`src/design/assert_macros.svh`:
```
// Assertion macros shared by the design files.
// Each macro expects signals named clk and rst_n in the calling scope.
`ifndef ASSERT_MACROS_SVH
`define ASSERT_MACROS_SVH

// Same-cycle implication, disabled during reset.
`define ASSERT_IMP(label, ante, cons, msg) \
  label: assert property (@(posedge clk) disable iff (!rst_n) (ante) |-> (cons)) \
    else $error(msg);

// Next-cycle implication, disabled during reset.
`define ASSERT_NXT(label, ante, cons, msg) \
  label: assert property (@(posedge clk) disable iff (!rst_n) (ante) |=> (cons)) \
    else $error(msg);

`endif

```
`src/design/n2ew_pkg.sv`:
```
// Package for the number-to-words block: transaction types, word and joiner codes.
// No dependencies.
`timescale 1ns / 1ps

package n2ew_pkg;

  localparam int unsigned VALUE_W = 61;

  localparam logic [5:0] W_ZERO     = 6'd0;
  localparam logic [5:0] W_TWO      = 6'd2;
  localparam logic [5:0] W_TENS0    = 6'd18;
  localparam logic [5:0] W_HUNDRED  = 6'd28;
  localparam logic [5:0] W_SCALE0   = 6'd28;
  localparam logic [5:0] W_THOUSAND = 6'd29;
  localparam logic [5:0] W_AND      = 6'd34;
  localparam logic [5:0] W_MINUS    = 6'd35;
  localparam logic [5:0] W_OH       = 6'd36;

  localparam logic [1:0] J_NONE   = 2'd0;
  localparam logic [1:0] J_SPACE  = 2'd1;
  localparam logic [1:0] J_HYPHEN = 2'd2;
  localparam logic [1:0] J_COMMA  = 2'd3;

  localparam logic [1:0] OP_PLAIN   = 2'd0;
  localparam logic [1:0] OP_ORDINAL = 2'd1;
  localparam logic [1:0] OP_YEAR    = 2'd2;

  localparam logic [VALUE_W-1:0] YEAR_LO = VALUE_W'(1000);
  localparam logic [VALUE_W-1:0] YEAR_HI = VALUE_W'(3000);

  typedef struct packed {
    logic signed [VALUE_W-1:0] value;
    logic [1:0]                operation;
  } in_t;

  typedef struct packed {
    logic [5:0] word;
    logic [1:0] joiner;
    logic       ordinal_form;
    logic       last;
  } out_t;

  // Word for a two-digit pair 0..99 when it is a single token (below twenty),
  // otherwise the tens word.
  function automatic logic [5:0] pair_word(input logic [3:0] t, input logic [3:0] o);
    logic [5:0] r;
    if (t < 4'd2) begin
      r = ((t == 4'd1) ? 6'd10 : 6'd0) + {2'b00, o};
    end else begin
      r = W_TENS0 + {2'b00, t};
    end
    return r;
  endfunction

endpackage

```
`src/design/number_to_english_word_tokens.sv`:
```
// Top level of the number-to-words block: conversion sequencer and word emitter.
// Depends on n2ew_pkg and assert_macros.svh.
`timescale 1ns / 1ps
`include "assert_macros.svh"

// Usage
// A transaction is accepted on a rising edge where start is high and busy is low;
// in_data carries the signed value and the operation. busy then stays high until
// the final word has been delivered, and no new transaction is taken meanwhile.
// The magnitude is turned into BCD by a shift-and-add-three converter, one bit a
// cycle. The same correct-and-shift step is applied to every digit at once and
// reused on every cycle. The word stage then walks the digit groups from the top,
// six slots per group; a year reading uses one pass. Words leave on out_data, each
// marked by out_valid for exactly one cycle; the last word carries out_data.last.
// The receiver cannot stall, so every word is taken as it is shown. A word is held
// back in a register until its successor is known, so that the last mark can be
// set. Reset returns the sequencer to idle and drops any word in flight; there is
// no stored state beyond that.
module number_to_english_word_tokens
  import n2ew_pkg::*;
#(
  parameter int unsigned MAX_GROUPS = 6
) (
  input  logic clk,
  input  logic rst_n,
  input  logic start,
  output logic busy,
  input  in_t  in_data,
  output logic out_valid,
  output out_t out_data
);

  // Digits kept by the converter: the groups, plus one spare so that a year
  // always has its thousands digit even with a single group.
  localparam int unsigned NGD = 3 * MAX_GROUPS;
  localparam int unsigned ND  = NGD + 1;
  localparam int unsigned GW  = $clog2(MAX_GROUPS + 1);
  localparam int unsigned NSLOT = 6;
  localparam logic [2:0] SLOT_END = 3'(NSLOT - 1);
  localparam logic [5:0] CONV_END = 6'(VALUE_W - 1);

  typedef enum logic [2:0] {S_IDLE, S_CONV, S_PLAN, S_EMIT, S_FLUSH} state_t;

  state_t               state_r;
  logic [VALUE_W-1:0]   mag_r;
  logic                 neg_r;
  logic [1:0]           op_r;
  logic                 yr_r;
  logic [5:0]           cnt_r;
  logic [4*ND-1:0]      bcd_r;
  logic [4*ND-1:0]      bcd_nxt;
  logic [GW-1:0]        grp_r;
  logic [2:0]           slot_r;
  logic                 started_r;
  logic                 pend_v_r;
  logic [5:0]           pend_w_r;
  logic [1:0]           pend_j_r;
  logic                 out_valid_r;
  out_t                 out_data_r;

  logic [VALUE_W-1:0]   mag_in;
  logic                 any_nz;
  logic                 grp_nz;
  logic                 prod_v;
  logic [5:0]           prod_w;
  logic [1:0]           prod_j;
  logic                 slot_v [NSLOT];
  logic [5:0]           slot_w [NSLOT];
  logic [1:0]           slot_j [NSLOT];

  assign busy      = (state_r != S_IDLE);
  assign out_valid = out_valid_r;
  assign out_data  = out_data_r;

  // Magnitude of the two's complement input; the most negative value maps onto
  // itself, which is the correct unsigned magnitude.
  assign mag_in = in_data.value[VALUE_W-1] ? (~in_data.value + 1'b1) : in_data.value;

  // One converter step: correct every digit of five or more, then shift the
  // next magnitude bit in.
  always_comb begin
    logic [4*ND-1:0] adj;
    adj = bcd_r;
    for (int i = 0; i < ND; i++) begin
      if (bcd_r[4*i +: 4] >= 4'd5) begin
        adj[4*i +: 4] = bcd_r[4*i +: 4] + 4'd3;
      end
    end
    bcd_nxt = {adj[4*ND-2:0], mag_r[VALUE_W-1]};
  end

  assign any_nz = |bcd_r[4*NGD-1:0];

  // Word slots for the current group, or for the year reading.
  always_comb begin
    logic [3:0] h, t, o, th, yh;
    logic [1:0] j0, rj;
    logic       rnz;
    j0 = J_NONE;
    rj = J_NONE;
    h  = bcd_r[4*NGD-1 -: 4];
    t  = bcd_r[4*NGD-5 -: 4];
    o  = bcd_r[4*NGD-9 -: 4];
    th = bcd_r[15:12];
    yh = bcd_r[11:8];
    rnz = (t != 4'd0) || (o != 4'd0);
    grp_nz = (h != 4'd0) || rnz;
    for (int i = 0; i < NSLOT; i++) begin
      slot_v[i] = 1'b0;
      slot_w[i] = W_ZERO;
      slot_j[i] = J_SPACE;
    end
    if (yr_r) begin
      t = bcd_r[7:4];
      o = bcd_r[3:0];
      if (th == 4'd2 && yh == 4'd0 && t == 4'd0) begin
        // Two thousand, optionally followed by a single digit.
        slot_v[0] = 1'b1; slot_w[0] = W_TWO; slot_j[0] = J_NONE;
        slot_v[1] = 1'b1; slot_w[1] = W_THOUSAND;
        slot_v[2] = (o != 4'd0); slot_w[2] = {2'b00, o};
      end else begin
        slot_v[0] = 1'b1; slot_w[0] = pair_word(th, yh); slot_j[0] = J_NONE;
        slot_v[1] = (th >= 4'd2) && (yh != 4'd0);
        slot_w[1] = {2'b00, yh}; slot_j[1] = J_HYPHEN;
        if (t == 4'd0 && o == 4'd0) begin
          slot_v[2] = 1'b1; slot_w[2] = W_HUNDRED;
        end else if (t == 4'd0) begin
          slot_v[2] = 1'b1; slot_w[2] = W_OH;
          slot_v[3] = 1'b1; slot_w[3] = {2'b00, o};
        end else begin
          slot_v[2] = 1'b1; slot_w[2] = pair_word(t, o);
          slot_v[3] = (t >= 4'd2) && (o != 4'd0);
          slot_w[3] = {2'b00, o}; slot_j[3] = J_HYPHEN;
        end
      end
    end else begin
      if (started_r) begin
        j0 = (h != 4'd0) ? J_COMMA : J_SPACE;
      end else begin
        j0 = neg_r ? J_SPACE : J_NONE;
      end
      rj = (h != 4'd0) ? J_SPACE : j0;
      slot_v[0] = (h != 4'd0); slot_w[0] = {2'b00, h}; slot_j[0] = j0;
      slot_v[1] = (h != 4'd0); slot_w[1] = W_HUNDRED;
      slot_v[2] = (h != 4'd0) && rnz && (op_r == OP_ORDINAL); slot_w[2] = W_AND;
      slot_v[3] = rnz; slot_w[3] = pair_word(t, o); slot_j[3] = rj;
      slot_v[4] = (t >= 4'd2) && (o != 4'd0);
      slot_w[4] = {2'b00, o}; slot_j[4] = J_HYPHEN;
      slot_v[5] = (grp_r != '0); slot_w[5] = W_SCALE0 + 6'(grp_r);
    end
  end

  // The word produced in this cycle, if any.
  always_comb begin
    prod_v = 1'b0;
    prod_w = W_ZERO;
    prod_j = J_NONE;
    unique case (state_r)
      S_PLAN: begin
        if (!yr_r && !any_nz) begin
          prod_v = 1'b1;
        end else if (!yr_r && neg_r) begin
          prod_v = 1'b1;
          prod_w = W_MINUS;
        end
      end
      S_EMIT: begin
        prod_v = slot_v[slot_r] && (yr_r || grp_nz);
        prod_w = slot_w[slot_r];
        prod_j = slot_j[slot_r];
      end
      default: begin
      end
    endcase
  end

  always_ff @(posedge clk) begin
    out_valid_r <= 1'b0;
    if (prod_v) begin
      // The held word is released once a successor exists, so it is not last.
      if (pend_v_r) begin
        out_valid_r <= 1'b1;
        out_data_r  <= '{word: pend_w_r, joiner: pend_j_r, ordinal_form: 1'b0, last: 1'b0};
      end
      pend_v_r <= 1'b1;
      pend_w_r <= prod_w;
      pend_j_r <= prod_j;
    end
    unique case (state_r)
      S_IDLE: begin
        pend_v_r <= 1'b0;
        if (start) begin
          mag_r   <= mag_in;
          neg_r   <= in_data.value[VALUE_W-1];
          op_r    <= in_data.operation;
          bcd_r   <= '0;
          cnt_r   <= '0;
          state_r <= S_CONV;
        end
      end
      S_CONV: begin
        if (cnt_r == '0) begin
          yr_r <= (op_r == OP_YEAR) && !neg_r && (mag_r > YEAR_LO) && (mag_r < YEAR_HI);
        end
        bcd_r <= bcd_nxt;
        mag_r <= {mag_r[VALUE_W-2:0], 1'b0};
        cnt_r <= cnt_r + 6'd1;
        if (cnt_r == CONV_END) begin
          state_r <= S_PLAN;
        end
      end
      S_PLAN: begin
        slot_r    <= '0;
        grp_r     <= GW'(MAX_GROUPS - 1);
        started_r <= 1'b0;
        state_r   <= (yr_r || any_nz) ? S_EMIT : S_FLUSH;
      end
      S_EMIT: begin
        if (slot_r == SLOT_END) begin
          if (yr_r || grp_r == '0) begin
            state_r <= S_FLUSH;
          end else begin
            grp_r     <= grp_r - 1'b1;
            bcd_r     <= {bcd_r[4*ND-13:0], 12'h000};
            slot_r    <= '0;
            started_r <= started_r || grp_nz;
          end
        end else begin
          slot_r <= slot_r + 3'd1;
        end
      end
      S_FLUSH: begin
        out_valid_r <= 1'b1;
        out_data_r  <= '{word: pend_w_r, joiner: pend_j_r,
                         ordinal_form: (op_r == OP_ORDINAL), last: 1'b1};
        pend_v_r    <= 1'b0;
        state_r     <= S_IDLE;
      end
      default: begin
        state_r <= S_IDLE;
      end
    endcase
    if (!rst_n) begin
      state_r     <= S_IDLE;
      out_valid_r <= 1'b0;
      pend_v_r    <= 1'b0;
    end
  end

  `ASSERT_NXT(a_last_ends, out_valid && out_data.last, !out_valid, "word after last word")
  `ASSERT_NXT(a_start_busy, start && !busy, busy, "accepted transaction not busy")
  `ASSERT_IMP(a_ord_last, out_valid && out_data.ordinal_form, out_data.last, "ordinal not last")

endmodule

```
`config.mk`:
```
export PLATFORM = sky130hd
export DESIGN_NAME = number_to_english_word_tokens
export DESIGN_NICKNAME = d
export VERILOG_FILES = /design/src/design/n2ew_pkg.sv /design/src/design/number_to_english_word_tokens.sv
export VERILOG_INCLUDE_DIRS = /design/src /design/src/design
export SDC_FILE = /design/constraint.sdc
export NUM_CORES = 1
export LEC_CHECK = 0
export ABC_AREA = 1
export BUFFER_PORTS_ARGS = -buffer_cell sky130_fd_sc_hd__buf_2
export CAP_MARGIN = 25
export CORE_UTILIZATION = 56
export CTS_CLUSTER_DIAMETER = 120
export DETAILED_ROUTE_END_ITERATION = 6
export GPL_TIMING_DRIVEN = 0
export PLACE_DENSITY = 0.8
export SKIP_CTS_REPAIR_TIMING = 1
export SLEW_MARGIN = 10
export SYNTH_ARGS = -nofsm -noshare
export SYNTH_HDL_FRONTEND = slang
export SYNTH_SLANG_ARGS = --single-unit
```
`constraint.sdc`:
```
create_clock -name clk -period 7.4 [get_ports clk]
set_input_delay 0 -clock clk [delete_from_list [all_inputs] [get_ports clk]]
set_output_delay 0 -clock clk [all_outputs]
set_load 0.05 [all_outputs]
```
==> key figures, run 1 <==
Status
  • Outcome: finished, violations left
  • Violations in the final reports: design-rule violations, negative hold slack

Clock network
  • TritonCTS clock tree: done
  • H-Tree Depth: 4
  • Clk pin slew, worst setup/hold paths: 0.07 ns
  • Clk Latency, worst-skew pair: 0.43 ns
  • Max clock buf depth: 2
  • TritonCTS buffer count: 17
  • Sink Count: 173
  • CTS root buffer: clkbuf_16

Finish
  • Multi-input logic area: 6533 um^2
  • Area growth from synthesis to layout: 12.91%
  • Nets@finish: 1854
  • Register area: 5135 um^2
  • Share of cells above drive strength 1: 10.63%
  • Fin cells: 2001
  • FILL cells: 1827
  • # diodes: 0

Pwr
  • Comb power frac: 41.1%
  • Power consumption: 4.741 mW
  • Leakage: 6.101 nW
  • Pint: 2.733 mW
  • Sw frac: 42.35%
  • Power density over the cells: 332.2 nW/um^2
  • Seq pwr share: 38.7%
  • Switching Power: 2.008 mW
  • Peak VDD IR: 0.2037 mV
  • Clock power frac: 20.2%

Synth
  • XOR/XNOR Fraction of Synth Area: 4.089%
  • Avg Cell Area, Syn: 7.929 um^2
  • Synth Instances: 1594
  • Synth Flop Type: edfxtp_1
  • #FFs+latches synth: 173
  • Synth area leader: edfxtp_1
  • Compound-Gate Fraction of Synth Area: 15.16%
  • Syn Std Cell Area: 12640 um^2
  • EDFF count, synth: 167
  • Synthesized Nets: 1739
  • Area contributors post-synth: edfxtp_1 (40%), nand2_1 (8.7%), ha_1 (7.8%), o21ai_0 (7.2%), inv_1 (6.2%)
  • Simple-Gate Fraction of Synth Area: 24.31%
  • Yosys cell types: 54
  • Largest family of logic cells by synthesized area: simple AND/OR/NAND/NOR gates
  • Count leader, synth: nand2_1
  • Synth Warn #: 0
  • Sequential share of the synthesized area: 40.63%
  • Synth async-reset ratio: 0%
  • Mux cell area share after synthesis: 0.07920%
  • Adder-Cell Fraction of Synth Area: 7.821%
  • Area fraction of the dominant cell type after synthesis: 39.68%
  • Most frequent cells after synthesis: nand2_1 (293), inv_1 (208), o21ai_0 (181), nor2_1 (170), edfxtp_1 (167)

Timing
  • Final min period: 3.588 ns
  • Slew Limit Fails: 0
  • Worst Max-Slew Pin Slew: 1.030 ns
  • Hold WS: -0.01632 ns
  • Final Cycle Share: 48.48%
  • Max-slew headroom: 31.30%
  • Final Hold Viols: 8
  • Max Clock Skew: 0.008805 ns
  • Final setup fails: 0
  • Unrepaired setup endpoints after global routing: false
  • Max Clk Rate: 278.7 MHz

Placed design
  • Placed insts: 1957
  • IO buf count: 77
  • Routability cong.: 1.024
  • Detailed placer's ending HPWL: 28490 um

Die
  • Die X: 152.2 um
  • Core ar.: 21960 um^2
  • Top-Level Pins: 78
  • Initial Util: 57.56%
  • Die extent in y: 152.2 um
  • Die ar.: 23170 um^2
  • Site Rows: 54

Global routing
  • Initial antenna violation count: 0
  • First-pass GRT wire length: 58680 um
  • GRT Util Overall: 32.41%
  • Vias in the first global route: 11380
  • Total gr overflow: 0
  • Largest net degree at the start of global routing: 30

Setup path
  • RR Startpoint: state_r[0]$_SDFFE_PN0P_
  • CP Launch Type: register
  • CP endpoint kind: register
  • Worst setup path startpoint: state_r[0]$_SDFFE_PN0P_
  • Worst-path fanout max: 16
  • Crit path DAT: 3.73 ns
  • Number of cells on the worst reg-to-reg path: 11
  • Worst r2r dst: bcd_r[40]$_DFFE_PP_
  • R2R Setup Slk: 3.81 ns
  • Critical Path RT: 7.55 ns
  • Crit Path Class: reg -> reg

Route
  • Pre-antenna DRT Iters: 7
  • Via/cell ratio: 5.912
  • DR iter-0 viols: 1379
  • Total vias in the final route: 11830
  • Total wire length: 37250 um
  • Antenna Nets Post-Route: 0
  • # DRC: 4
  • DR WL/cell: 18.61 um

Hold path
  • Worst hold start: in_data[11]
  • Hold Path Class: in -> reg
  • Worst Hold Path EP: mag_r[9]$_DFFE_PP_
  • Hold Crit Depth: 3

Job
  • Max_cap viols: 0
## placed cells by master (no fill, tap or decap), drive strengths merged
master       count
xnor2            7
clkinv           8
o31ai            7
or2              4
mux2i            1
xor2            52
o21ai          189
o221ai           1
buf            101
and3             1
o2111ai          4
o22ai           18
edfxtp         167
o32ai            5
nor3            29
clkinvlp         1
o311ai           1
a21oi           81
o211ai          14
bufinv           4
nand3b           8
nand4           27
nand2          303
nand3           90
a211oi           2
a31oi           17
ha              79
o2111a           1
a21boi           1
o21a             1
dfxtp            6
nor3b            2
nor2           196
a21o             1
a311oi           2
clkbuf          42
a32oi            1
nor4            15
dlygate4sd3     13
inv            219
## sequential cells by signal, indices dropped and copies added (netlist names)
name	flops
pend_w_r	6
mag_r	61
cnt_r	6
neg_r	1
state_r	3
pend_j_r	2
grp_r	3
started_r	1
slot_r	3
pend_v_r	1
bcd_r	72
out_valid	1
out_data	10
yr_r	1
op_r	2
## worst max-delay path by stage
stage	cells past startpoint	end	slack, ns
finish	11	bcd_r[40]$_DFFE_PP_	3.81
global route	11	bcd_r[50]$_DFFE_PP_	3.65
CTS	11	bcd_r[50]$_DFFE_PP_	3.75
detailed placement	11	bcd_r[43]$_DFFE_PP_	3.84
global placement	5	mag_r[0]$_SDFFCE_PP0P_	-0.41
floorplan	5	cnt_r[0]$_SDFFCE_PN0P_	1.18
## final cells by class
class	instances	area share (%)
multi-input cells	1160	45.78
flip-flops and latches	173	35.98
inverters	218	5.734
repair buffers	96	4.463
clock buffers	17	2.981
well taps	280	2.455
clock inverters	14	1.333
plain buffers	43	1.271
## critical path: stages (launching register included)
cell      delay [ns]
dfxtp_1         0.36
inv_1           0.05
nor2_1          0.11
inv_2           0.08
nor2_2          0.36
inv_2           0.19
clkbuf_1        0.42
a311oi_4        0.88
buf_8           0.27
buf_16          0.17
buf_6           0.20
buf_16          0.17
## power groups by stage
stage	Clock (mW)	Combinational (mW)	Sequential, mW
6_report	0.957	1.95	1.84
5_1_grt	0.993	2.15	1.87
4_1_cts	0.956	1.90	1.82
3_5_place_dp	0	1.87	1.84
3_3_place_gp	0	1.73	1.87
2_1_floorplan	0	1.29	1.79
## cell families (layout without fill, tap and decap cells)
family | count (synthesis) | count (layout)
AO/OA/AOI/OAI | 346 | 346
XOR/XNOR | 59 | 59
adder cells (fa/ha/maj) | 79 | 79
buffers and inverters | 261 | 388
flip-flops | 173 | 173
multiplexers | 1 | 1
AND/OR/NAND/NOR | 675 | 675
## layer usage
layer / up-vias / share of wire, % / track usage, %
met5: - / 0 / 0
met4: 0 / 4.4 / 17.06
met3: 95 / 7.5 / 3.726
met2: 611 / 48 / 55.91
met1: 5462 / 40 / 40.03
li1: 5661 / - / -
## through the flow
step / worst slack, ns / setup TNS [ns] / area [um^2] / utilization, % / hold slack, ns
CTS: 3.750 / 0 / 14140 / 64.39 / -0.2643
finish: 3.812 / 0 / 14270 / 64.99 / -0.01632
floorplan: 1.178 / 0 / 12640 / - / 0.09887
global route: 3.654 / 0 / 14270 / 64.99 / 0.002991
detailed placement: 3.840 / 0 / 13520 / 61.59 / 0.1786
global placement: -0.4072 / -26.88 / 13380 / 60.93 / 0.1767
(Power assumes the default switching activity.)
==> inputs of run 2 (changes only) <==
--- a/config.mk
+++ b/config.mk
@@ -9,11 +9,11 @@
 export ABC_AREA = 1
 export BUFFER_PORTS_ARGS = -buffer_cell sky130_fd_sc_hd__buf_2
 export CAP_MARGIN = 25
-export CORE_UTILIZATION = 56
+export CORE_UTILIZATION = 62
 export CTS_CLUSTER_DIAMETER = 120
 export DETAILED_ROUTE_END_ITERATION = 6
 export GPL_TIMING_DRIVEN = 0
-export PLACE_DENSITY = 0.8
+export PLACE_DENSITY = 0.84
 export SKIP_CTS_REPAIR_TIMING = 1
 export SLEW_MARGIN = 10
 export SYNTH_ARGS = -nofsm -noshare
==> constraint.sdc (replaced) <==
create_clock -name clk -period 3.6 [get_ports clk]
set_input_delay 0 -clock clk [delete_from_list [all_inputs] [get_ports clk]]
set_output_delay 0 -clock clk [all_outputs]
set_load 0.05 [all_outputs]
==> run 2 against run 1 <==
  * The run ends with negative hold slack left
  * Clock skew down 0.0020 ns
  * Worst hold slack worse by 0.015 ns
  * Final cell count down 0.90%
  * Via count up 1.7%
  * Cell area down 0.53%
  * Sequential power up 110%
  * Non-clock buffer count down 4
  * Combinational power up 110%
  * Routed wire length up 2.6%
  * Count of clock-buffer cells in the layout up 1
  * Die area down 9.6%
  * Critical path type unchanged
  * Highest routed layer unchanged
==> key figures, run 2 (synthesis gave the netlist of run 1 again) <==
Status
  • Outcome: finished, violations left
  • Violations in the final reports: negative hold slack

Setup path
  • Critical Path RT: 3.76 ns (-3.79 ns)
  • Crit path max-delay family: buffers and inverters
  • Crit Path Class: reg -> reg
  • CP endpoint kind: register
  • CP Launch Type: register
  • Worst-path cell with the longest stage delay: a311oi_4
  • Worst-path fanout max: 16 (unchanged)
  • Crit path largest cell delay: 0.87 ns (about the same)
  • Crit path DAT: 3.69 ns (-0.04 ns)
  • Crit path buf inv count: 7 (-1)
  • Worst-path cell chain: inv_1, nor2_1, inv_2, nor2_2, inv_2, clkbuf_1, a311oi_4, buf_6, buf_6, buf_16

Timing
  • Max Clk Rate: 283.3 MHz (+1.7%)
  • Worst Max-Slew Pin Slew: 0.9616 ns (-0.06890 ns)
  • Max Clock Skew: 0.006756 ns (-0.002049 ns)
  • Final Hold Viols: 19 (+11)
  • Final setup fails: 0 (unchanged)
  • Unrepaired setup endpoints after global routing: false
  • Final min period: 3.530 ns (-0.05832 ns)
  • Hold WS: -0.03084 ns (-0.01453 ns)
  • Post-route setup TNS: 0 ns (unchanged)
  • Max-slew headroom: 35.90% (+4.6 points)
  • Slew Limit Fails: 0 (unchanged)
  • Final Cycle Share: 98.04% (+50 points)

Die
  • Die ar.: 20960 um^2 (-9.6%)
  • Initial Util: 64.10% (+6.5 points)
  • Site Rows: 51 (-5.6%)
  • Top-Level Pins: 78 (unchanged)
  • Die extent in y: 144.8 um (-4.9%)
  • Die X: 144.8 um (-4.9%)
  • Core ar.: 19720 um^2 (-10%)

Finish
  • Area growth from synthesis to layout: 12.31%
  • Share of cells above drive strength 1: 10.71% (+0.077 points)
  • Fin cells: 1983 (-0.90%)
  • # diodes: 0 (unchanged)
  • Max reg flops: 72 (unchanged)
  • Nets@finish: 1850 (-0.22%)
  • Register with the most flip-flops: bcd_r
  • Most frequent cells in the layout: nand2_1 (293), inv_1 (208), o21ai_0 (180)
  • Most common cell after layout, fill and taps aside: nand2_1

Route
  • Total wire length: 38200 um (+2.6%)
  • Via/cell ratio: 6.066 (+2.6%)
  • Pre-antenna DRT Iters: 7 (unchanged)
  • Total vias in the final route: 12030 (+1.7%)
  • # DRC: 0 (-4)
  • Antenna Nets Post-Route: 0 (unchanged)
  • DR iter-0 viols: 1249 (-9.4%)
  • DR WL/cell: 19.26 um (+3.5%)

Placed design
  • Placed insts: 1942 (-0.77%)
  • Routability cong.: 0.9945 (-2.9%)
  • IO buf count: 77 (unchanged)
  • Detailed placer's ending HPWL: 28980 um (+1.7%)

Clock network
  • Sink Count: 173 (unchanged)
  • H-Tree Depth: 4 (unchanged)
  • Max clock buf depth: 2 (unchanged)
  • TritonCTS buffer count: 17 (unchanged)
  • CTS root buffer: clkbuf_16
  • Clk pin slew, worst setup/hold paths: 0.07 ns (about the same)
  • Clk Latency, worst-skew pair: 0.45 ns (+0.02 ns)
  • TritonCTS clock tree: done

Global routing
  • Vias in the first global route: 11380 (-0.053%)
  • Largest net degree at the start of global routing: 30 (unchanged)
  • First-pass GRT wire length: 58480 um (-0.33%)
  • Total gr overflow: 0 (unchanged)
  • GRT Util Overall: 37.29% (+4.9 points)
  • Initial antenna violation count: 0 (unchanged)

Job
  • Max_cap viols: 0 (unchanged)

Pwr
  • Leakage: 6.069 nW (-0.53%)
  • Clock power frac: 20.1% (about the same)
  • Peak VDD IR: 0.4180 mV (+110%)
  • Seq pwr share: 38.9% (+0.2 points)
  • Comb power frac: 41.0% (about the same)
  • Sw frac: 43.05% (+0.70 points)
  • Pint: 5.546 mW (+100%)
  • Power density over the cells: 686.1 nW/um^2 (+110%)
  • Switching Power: 4.193 mW (+110%)

Hold path
  • Hold Path Class: in -> reg
==> run 2: cell types whose count changed in the layout (fill, tap and decap cells not counted), sizes merged <==
| cell | change |
|---|---|
| bufinv | -1 |
| clkbuf | +1 |
| clkinv | -4 |
| clkinvlp | +2 |
| dlygate4sd3 | -4 |
| inv | +3 |
==> run 2: power by group through the flow <==
stage	clock, mW	sequential, mW	combinational [mW]
6_report	1.96	3.79	4.00
5_1_grt	2.01	3.85	4.44
3_5_place_dp	0	3.78	3.84
4_1_cts	1.94	3.75	3.89
2_1_floorplan	0	3.64	2.67
3_3_place_gp	0	3.79	3.57
==> run 2: metal layers <==
metal / routed length (um) / global-route usage [%]
met5: 0 / 0
met4: 1853 / 20.11
met3: 3117 / 5.594
met2: 18560 / 64.60
met1: 14670 / 44.61
==> run 2: stage by stage <==
stage / instance area [um^2] / setup WS (ns) / util [%] / hold slack, ns / power, mW
3_3_place_gp: 13380 / -1.298 / 67.84 / 0.1762 / 7.360
2_1_floorplan: 12660 / 0.002824 / - / 0.09887 / 6.302
6_report: 14190 / 0.07048 / 71.98 / -0.03084 / 9.739
5_1_grt: 14190 / 0.008747 / 71.98 / 0.002415 / 10.30
4_1_cts: 14100 / 0.1215 / 71.53 / -0.2727 / 9.576
3_5_place_dp: 13490 / 0.1760 / 68.43 / 0.1784 / 7.613
==> run 2: final timing paths <==
check	startpoint	slack, ns	to	cells after the start
min reg2reg	out_data[0]$_SDFFE_PP1P_	0.46	out_data[0]$_SDFFE_PP1P_	2
min	in_data[50]	-0.03	mag_r[48]$_DFFE_PP_	3
max reg2reg	state_r[0]$_SDFFE_PN0P_	0.07	bcd_r[52]$_DFFE_PP_	10
max	state_r[0]$_SDFFE_PN0P_	0.07	bcd_r[52]$_DFFE_PP_	10
==> run 2: layout make-up <==
type,count,area [um^2]
sequential,173,5135
multi-input combinational,1160,6533
clock buffer,18,429.2
tap,265,331.6
inverter,218,818.3
fill,1533,5524
clock inverter,14,181.4
timing repair buffer,92,584.3
buffer,43,181.4
==> run 2: worst register-to-register path, stage by stage, from the launching register on <==
cell	delay (ns)
dfxtp_1	0.35
inv_1	0.05
nor2_1	0.12
inv_2	0.09
nor2_2	0.41
inv_2	0.21
clkbuf_1	0.44
a311oi_4	0.87
buf_6	0.30
buf_6	0.23
buf_16	0.17
